==> config.mk <==
export PLATFORM = sky130hd
export DESIGN_NAME = arcade_drive_mixer_core
export DESIGN_NICKNAME = d
export VERILOG_FILES = /design/src/hdl/adm_pkg.sv /design/src/hdl/arcade_drive_mixer_core.sv /design/src/hdl/adm_axis_shaper.sv
export SDC_FILE = /design/constraint.sdc
export NUM_CORES = 2
export LEC_CHECK = 0
export ABC_AREA = 1
export BUFFER_PORTS_ARGS = -buffer_cell sky130_fd_sc_hd__buf_2
export CORE_MARGIN = 2
export CORE_UTILIZATION = 35
export DETAILED_ROUTE_END_ITERATION = 16
export SLEW_MARGIN = 5
export SYNTH_ARGS = -nofsm -noshare
export SYNTH_HDL_FRONTEND = slang
export SYNTH_HIERARCHICAL = 1
export SYNTH_SLANG_ARGS = --single-unit
==> constraint.sdc <==
create_clock -name clock -period 9.9 [get_ports clock]
set_input_delay 0.99 -clock clock [delete_from_list [all_inputs] [get_ports clock]]
set_output_delay 0.99 -clock clock [all_outputs]
set_load 0.005 [all_outputs]
==> src/hdl/adm_pkg.sv <==
package adm_pkg;

   localparam int FRAC_BITS_DEFAULT = 14;
   localparam int FIELD_W           = 16;
   localparam int CFG_W             = 15;
   localparam int CSR_INDEX_W       = 1;
   localparam int STAGES            = 5;

   localparam logic [CFG_W-1:0] DEADBAND_RESET = 15'd328;
   localparam logic [CFG_W-1:0] GAIN_RESET     = 15'd16384;

   localparam logic [CSR_INDEX_W-1:0] CSR_DEADBAND = 1'd0;
   localparam logic [CSR_INDEX_W-1:0] CSR_GAIN     = 1'd1;

endpackage

==> src/hdl/arcade_drive_mixer_core.sv <==
// Arcade drive mixer: squared-input shaping of a forward and a rotation
// command, mixed by quadrant into left and right drive commands (Q2.14).
//
// Input channel req_*: one transaction carries forward speed and rotation
// rate. Result channel rsp_*: one transaction carries left and right drive.
// Both use valid/ready. Configuration: csr_write_enable writes csr_write_data
// into the register at csr_index (0 = deadband, 1 = gain) at the clock edge;
// write only while no transaction is in flight.
//
// Each transaction passes through the stages magnitude and deadband,
// square, gain multiply, clamp and sign, then quadrant mixing into the
// output register. Throughput is one transaction per cycle while the
// receiver does not stall; the two multipliers of each axis shaper set the stage depth.
//
// When the receiver stalls with a result waiting, the whole pipeline holds
// and req_ready drops in the same cycle; nothing is lost or repeated.
// Synchronous reset clears all valid bits and loads deadband 328 and
// gain 16384 (1.0).
module arcade_drive_mixer_core #(
   parameter int FRAC_BITS = adm_pkg::FRAC_BITS_DEFAULT
) (
   input  logic                                  clock,
   input  logic                                  reset,
   input  logic                                  req_valid,
   output logic                                  req_ready,
   input  logic signed [adm_pkg::FIELD_W-1:0]    req_forward_speed,
   input  logic signed [adm_pkg::FIELD_W-1:0]    req_rotation_rate,
   output logic                                  rsp_valid,
   input  logic                                  rsp_ready,
   output logic signed [adm_pkg::FIELD_W-1:0]    rsp_left_drive,
   output logic signed [adm_pkg::FIELD_W-1:0]    rsp_right_drive,
   input  logic                                  csr_write_enable,
   input  logic [adm_pkg::CSR_INDEX_W-1:0]       csr_index,
   input  logic [adm_pkg::CFG_W-1:0]             csr_write_data
);

   localparam int AX_W  = FRAC_BITS + 2;
   localparam int FW    = adm_pkg::FIELD_W;
   localparam int MIX_W = (FRAC_BITS + 3 > FW) ? FRAC_BITS + 3 : FW;
   localparam logic signed [AX_W-1:0] ONE = AX_W'(1) <<< FRAC_BITS;

   logic [adm_pkg::CFG_W-1:0] deadband_ff, gain_ff;
   logic [adm_pkg::STAGES-1:0] vld_ff;
   logic                       advance;
   logic signed [AX_W-1:0]     x_s, z_s;
   logic signed [MIX_W-1:0]    xe, ze, ax, az, peak, left_c, right_c;
   logic signed [FW-1:0]       left_ff, right_ff;

   assign advance   = !vld_ff[adm_pkg::STAGES-1] || rsp_ready;
   assign req_ready = advance;
   assign rsp_valid = vld_ff[adm_pkg::STAGES-1];

   always_ff @(posedge clock) begin
      if (reset) begin
         deadband_ff <= adm_pkg::DEADBAND_RESET;
         gain_ff     <= adm_pkg::GAIN_RESET;
      end else if (csr_write_enable) begin
         unique case (csr_index)
            adm_pkg::CSR_DEADBAND: deadband_ff <= csr_write_data;
            adm_pkg::CSR_GAIN:     gain_ff     <= csr_write_data;
            default: ;
         endcase
      end
   end

   always_ff @(posedge clock) begin
      if (reset) begin
         vld_ff <= '0;
      end else if (advance) begin
         vld_ff <= {vld_ff[adm_pkg::STAGES-2:0], req_valid};
      end
   end

   adm_axis_shaper #(.FRAC_BITS(FRAC_BITS)) u_forward (
      .clock      (clock),
      .advance    (advance),
      .axis_i     (req_forward_speed),
      .deadband_i (deadband_ff),
      .gain_i     (gain_ff),
      .shaped_o   (x_s)
   );

   adm_axis_shaper #(.FRAC_BITS(FRAC_BITS)) u_rotation (
      .clock      (clock),
      .advance    (advance),
      .axis_i     (req_rotation_rate),
      .deadband_i (deadband_ff),
      .gain_i     (gain_ff),
      .shaped_o   (z_s)
   );

   always_comb begin
      xe   = MIX_W'(x_s);
      ze   = MIX_W'(z_s);
      ax   = xe[MIX_W-1] ? -xe : xe;
      az   = ze[MIX_W-1] ? -ze : ze;
      peak = (ax > az) ? ax : az;
      if (xe[MIX_W-1]) begin
         peak = -peak;
      end
      if (xe[MIX_W-1] == ze[MIX_W-1]) begin
         left_c  = peak;
         right_c = xe - ze;
      end else begin
         left_c  = xe + ze;
         right_c = peak;
      end
   end

   always_ff @(posedge clock) begin
      if (advance) begin
         left_ff  <= left_c[FW-1:0];
         right_ff <= right_c[FW-1:0];
      end
   end

   assign rsp_left_drive  = left_ff;
   assign rsp_right_drive = right_ff;

   a_entry_valid: assert property (@(posedge clock) disable iff (reset)
      advance |=> vld_ff[0] == $past(req_valid))
      else $error("entry valid bit does not follow accepted transaction");

   a_stall_hold: assert property (@(posedge clock) disable iff (reset)
      !advance |=> vld_ff == $past(vld_ff))
      else $error("valid bits moved during stall");

   a_shaped_bound: assert property (@(posedge clock) disable iff (reset)
      vld_ff[3] |-> (x_s <= ONE && x_s >= -ONE && z_s <= ONE && z_s >= -ONE))
      else $error("shaped axis beyond full scale");

endmodule

==> src/hdl/adm_axis_shaper.sv <==
module adm_axis_shaper #(
   parameter int FRAC_BITS = adm_pkg::FRAC_BITS_DEFAULT
) (
   input  logic                               clock,
   input  logic                               advance,
   input  logic signed [adm_pkg::FIELD_W-1:0] axis_i,
   input  logic [adm_pkg::CFG_W-1:0]          deadband_i,
   input  logic [adm_pkg::CFG_W-1:0]          gain_i,
   output logic signed [FRAC_BITS+1:0]        shaped_o
);

   localparam int SQ_W   = 2 * adm_pkg::FIELD_W - 1 - FRAC_BITS;
   localparam int PROD_W = adm_pkg::CFG_W + SQ_W;
   localparam int AX_W   = FRAC_BITS + 2;
   localparam int FW     = adm_pkg::FIELD_W;
   localparam logic [63:0] ONE = 64'd1 << FRAC_BITS;

   logic [FW-1:0]     abs_c;
   logic [FW-1:0]     mag_in, mag_ff;
   logic [2*FW-1:0]   sq_full;
   logic [SQ_W-1:0]   sq_in, sq_ff;
   logic [PROD_W-1:0] prod_in, prod_ff;
   logic [63:0]       scaled;
   logic [AX_W-1:0]   sat_mag;
   logic signed [AX_W-1:0] shaped_in, shaped_ff;
   logic [2:0]        neg_ff;

   // stage 1: magnitude and deadband
   always_comb begin
      abs_c  = axis_i[FW-1] ? (~axis_i + FW'(1)) : axis_i;
      mag_in = ({1'b0, abs_c} < (FW+1)'(deadband_i)) ? '0 : abs_c;
   end

   // stage 2: square
   always_comb begin
      sq_full = (2*FW)'(mag_ff) * (2*FW)'(mag_ff);
      sq_in   = SQ_W'(sq_full >> FRAC_BITS);
   end

   // stage 3: gain
   assign prod_in = PROD_W'(gain_i) * PROD_W'(sq_ff);

   // stage 4: scale, clamp, sign
   always_comb begin
      scaled    = 64'(prod_ff) >> FRAC_BITS;
      sat_mag   = (scaled > ONE) ? AX_W'(ONE) : AX_W'(scaled);
      shaped_in = neg_ff[2] ? -$signed(sat_mag) : $signed(sat_mag);
   end

   always_ff @(posedge clock) begin
      if (advance) begin
         mag_ff    <= mag_in;
         sq_ff     <= sq_in;
         prod_ff   <= prod_in;
         shaped_ff <= shaped_in;
         neg_ff    <= {neg_ff[1:0], axis_i[FW-1]};
      end
   end

   assign shaped_o = shaped_ff;

endmodule

==> results.sh <==
export IMPL_antenna_found_initial=1
export IMPL_die_area_sq_um=131000
export IMPL_post_route_min_period_ns=6.08
export IMPL_drtIter0Drc=2074
export IMPL_antenna_left=0
export IMPL_crit_fanout=18
export IMPL_maxCapViolCount=0
export IMPL_htreeDepth=1
export IMPL_place_congestion=0.892
export IMPL_grt_setup_unrepaired="false"
export IMPL_synth_area_sq_um=44700
export IMPL_place_hpwl_um=90100
export IMPL_cts_tree="built"
export IMPL_cp_data_required_time_ns=10.22
export IMPL_via_per_inst=4.69
export IMPL_wl_per_cell_um=14.7
export IMPL_rr_endpoint="u_forward/sq_ff[16]"
export IMPL_synthXorXnorAreaFrac_pct=3.09
export IMPL_synth_ff_type="edfxtp_1"
export IMPL_clockBufferDepth=3
export IMPL_clk_pin_slew_ns=0.06
export IMPL_worstMarginPinSlew_ns=0.998
export IMPL_areaGrowthSynthToFinish_pct=6.27
export IMPL_worstPathArrival_ns=6.39
export IMPL_cts_setup_buffers=0
export IMPL_cts_hold_buffers_added=0
export IMPL_initial_utilization_pct=35.2
export IMPL_max_freq_mhz=165
export IMPL_met1_usage_pct=22.6
export IMPL_yosys_warnings=6
export IMPL_setup_worst_path_start_class="flop"
export IMPL_synth_top_family_by_area="adder cells"
export IMPL_fin_crit_sh_pct=61.4
export IMPL_synthMuxAreaShare_pct=0.0671
export IMPL_die_x_um=361
export IMPL_met3_usage_pct=1.84
export IMPL_r2r_start="u_forward/mag_ff[1]"
export IMPL_clkSinkCount=207
export IMPL_hold_viol_final=0
export IMPL_synth_edf_count=172
export IMPL_syn_area_per_cell_sq_um=7.73
export IMPL_ys_seq_area_share_pct=13.1
export IMPL_nets=6962
export IMPL_final_common_cell="inv_1"
export IMPL_dr_pass1_iters=5
export IMPL_finalSetupViolations=0
export IMPL_ys_types=58
export IMPL_die_h_um=361
export IMPL_portBuffers=86
export IMPL_synth_fa_ha_area_share_pct=44.5
export IMPL_ff2ff_setup_slack_ns=3.82
export IMPL_drc=0
export IMPL_antennaDiodeCount=0
export IMPL_maxSlewHeadroom_pct=33.4
export IMPL_grt_busiest_layer="met2"
export IMPL_overflow=0
export IMPL_outcome="completed"
export IMPL_worstHoldPathType="flop to flop"
export IMPL_grt_pass1_wl_um=184000
export IMPL_syn_nets=7004
export IMPL_drive_above_1_share_pct=3.97
export IMPL_r2r_worst_path_cells=20
export IMPL_fin_tns_setup_ns=0
export IMPL_synth_compound_area_share_pct=5.92
export IMPL_synth_simple_area_share_pct=18.0
export IMPL_synth_cells=5786
export IMPL_critPathCaptureType="flop"
export IMPL_synth_seq_cells=207
export IMPL_pre_cts_slack_ns=3.82
export IMPL_clockRootBuffer="clkbuf_16"
export IMPL_met2_usage_pct=30.2
export IMPL_wirelength_um=109000
export IMPL_slew_viol_final=0
export IMPL_grt_pass1_vias=36800
export IMPL_grt_max_degree=65
export IMPL_setup_ws_ns=3.82
export IMPL_skew_ns=0.0534
export IMPL_placementRows=131
export IMPL_core_sq_um=127000
export IMPL_cts_resized=0
export IMPL_synthArstFlopShare_pct=0
export IMPL_vias=34800
export IMPL_io_pins=87
export IMPL_crit_end="u_forward/sq_ff[16]"
export IMPL_crit_type="flop to flop"
export IMPL_grt_usage_pct=17.1
export IMPL_cp_startpoint="u_forward/mag_ff[1]"
export IMPL_final_cell_mix="1621 x inv_1, 1314 x nand2_1, 709 x fa_1"
export IMPL_numCtsBuffers=27
export IMPL_insertion_delay_ns=0.62
==> state kept, by name, indices dropped and copies added (netlist names) <==
signal,flops
u_rotation/mag_ff,16
u_forward/sq_ff,17
u_forward/prod_ff,18
rsp_left_drive,16
u_rotation/prod_ff,18
u_forward/shaped_o,16
u_rotation/neg_ff,3
rsp_right_drive,16
u_rotation/sq_ff,17
u_forward/neg_ff,3
u_forward/mag_ff,16
vld_ff,5
deadband_ff,15
gain_ff,15
u_rotation/shaped_o,16
==> critical path, cell delays in order (launching register included) <==
cell and delay (ns):
edfxtp_1 0.87, nand2_1 0.22, xor2_1 0.21, ha_1 0.27, inv_1 0.05, fa_1 0.52, inv_1 0.05, fa_1 0.50
fa_1 0.52, fa_1 0.54, inv_1 0.05, fa_1 0.53, inv_1 0.04, ha_1 0.32, inv_1 0.08, o21ai_0 0.31
a21oi_1 0.16, o21ai_0 0.30, a21oi_1 0.11, nand2_1 0.08, xor2_1 0.06
==> through the flow <==
stage / instance area (sq um) / hold WS, ns / utilization [%] / cells
floorplan: 44700 / 0.400 / - / 5786
global placement: 46700 / 0.407 / 36.7 / 7377
detailed placement: 46700 / 0.418 / 36.7 / 7377
CTS: 47500 / 0.431 / 37.4 / 7427
global route: 47500 / 0.442 / 37.4 / 7427
finish: 47500 / 0.430 / 37.4 / 7427
==> per-layer routing <==
metal	routed length (um)	vias to the layer above	part of all wire (%)
met5	0	-	0
met4	2400	0	2.2
met3	5140	130	4.7
met2	52200	773	48
met1	49600	16900	45
li1	-	17000	-
==> how the worst min path moves through the flow <==
stage	from	to	depth (start not counted)	slack, ns
after detailed placement	u_forward/neg_ff[0]	u_forward/neg_ff[1]	0	0.42
final	u_forward/neg_ff[0]	u_forward/neg_ff[1]	0	0.43
after global routing	u_forward/neg_ff[0]	u_forward/neg_ff[1]	0	0.44
after global placement	u_forward/neg_ff[0]	u_forward/neg_ff[1]	0	0.41
after floorplan	u_forward/neg_ff[0]	u_forward/neg_ff[1]	0	0.40
after CTS	u_forward/neg_ff[0]	u_forward/neg_ff[1]	0	0.43
==> layout make-up <==
cell class / count / area (sq um)
repair buffers: 105 / 573
inverters: 1627 / 6110
clock buffers: 33 / 698
fillers: 13200 / 79700
clock inverters: 17 / 174
flip-flops and latches: 207 / 5870
multi-input cells: 3776 / 32000
well taps: 1662 / 2080
==> synth_stat cells (all sizes together) (2+ instances only) <==
library cell,instances,share of area [%]
nor3,42,0.47
dfxtp,35,1.6
nor2,353,3.2
o31ai,9,0.15
clkbuf,158,1.3
nand3,166,2.0
a21o,17,0.29
fa,709,32
nand2,1342,11
a31oi,6,0.084
xor2,120,2.3
o211ai,9,0.15
conb,2,0.017
buf,18,0.30
a31o,2,0.039
o311ai,5,0.098
o21a,10,0.17
o21ai,189,2.1
a21oi,208,2.3
xnor2,38,0.74
a211oi,3,0.050
ha,456,13
or2,12,0.17
edfxtp,172,12
o21bai,17,0.29
mux2i,3,0.067
nand3b,13,0.23
nor4,6,0.084
inv,1627,14
nand4,29,0.41
==> cell families after synthesis <==
family | count (synthesis)
flip-flops | 207
XOR/XNOR | 158
AO/OA/AOI/OAI | 482
AND/OR/NAND/NOR | 1966
adder cells (fa/ha/maj) | 1165
buffers and inverters | 1803
multiplexers | 3
other | 2
Power is left out: the tool's default activity adds up to more than one toggle a clock period on the data nets, which glitch-free logic cannot reach.
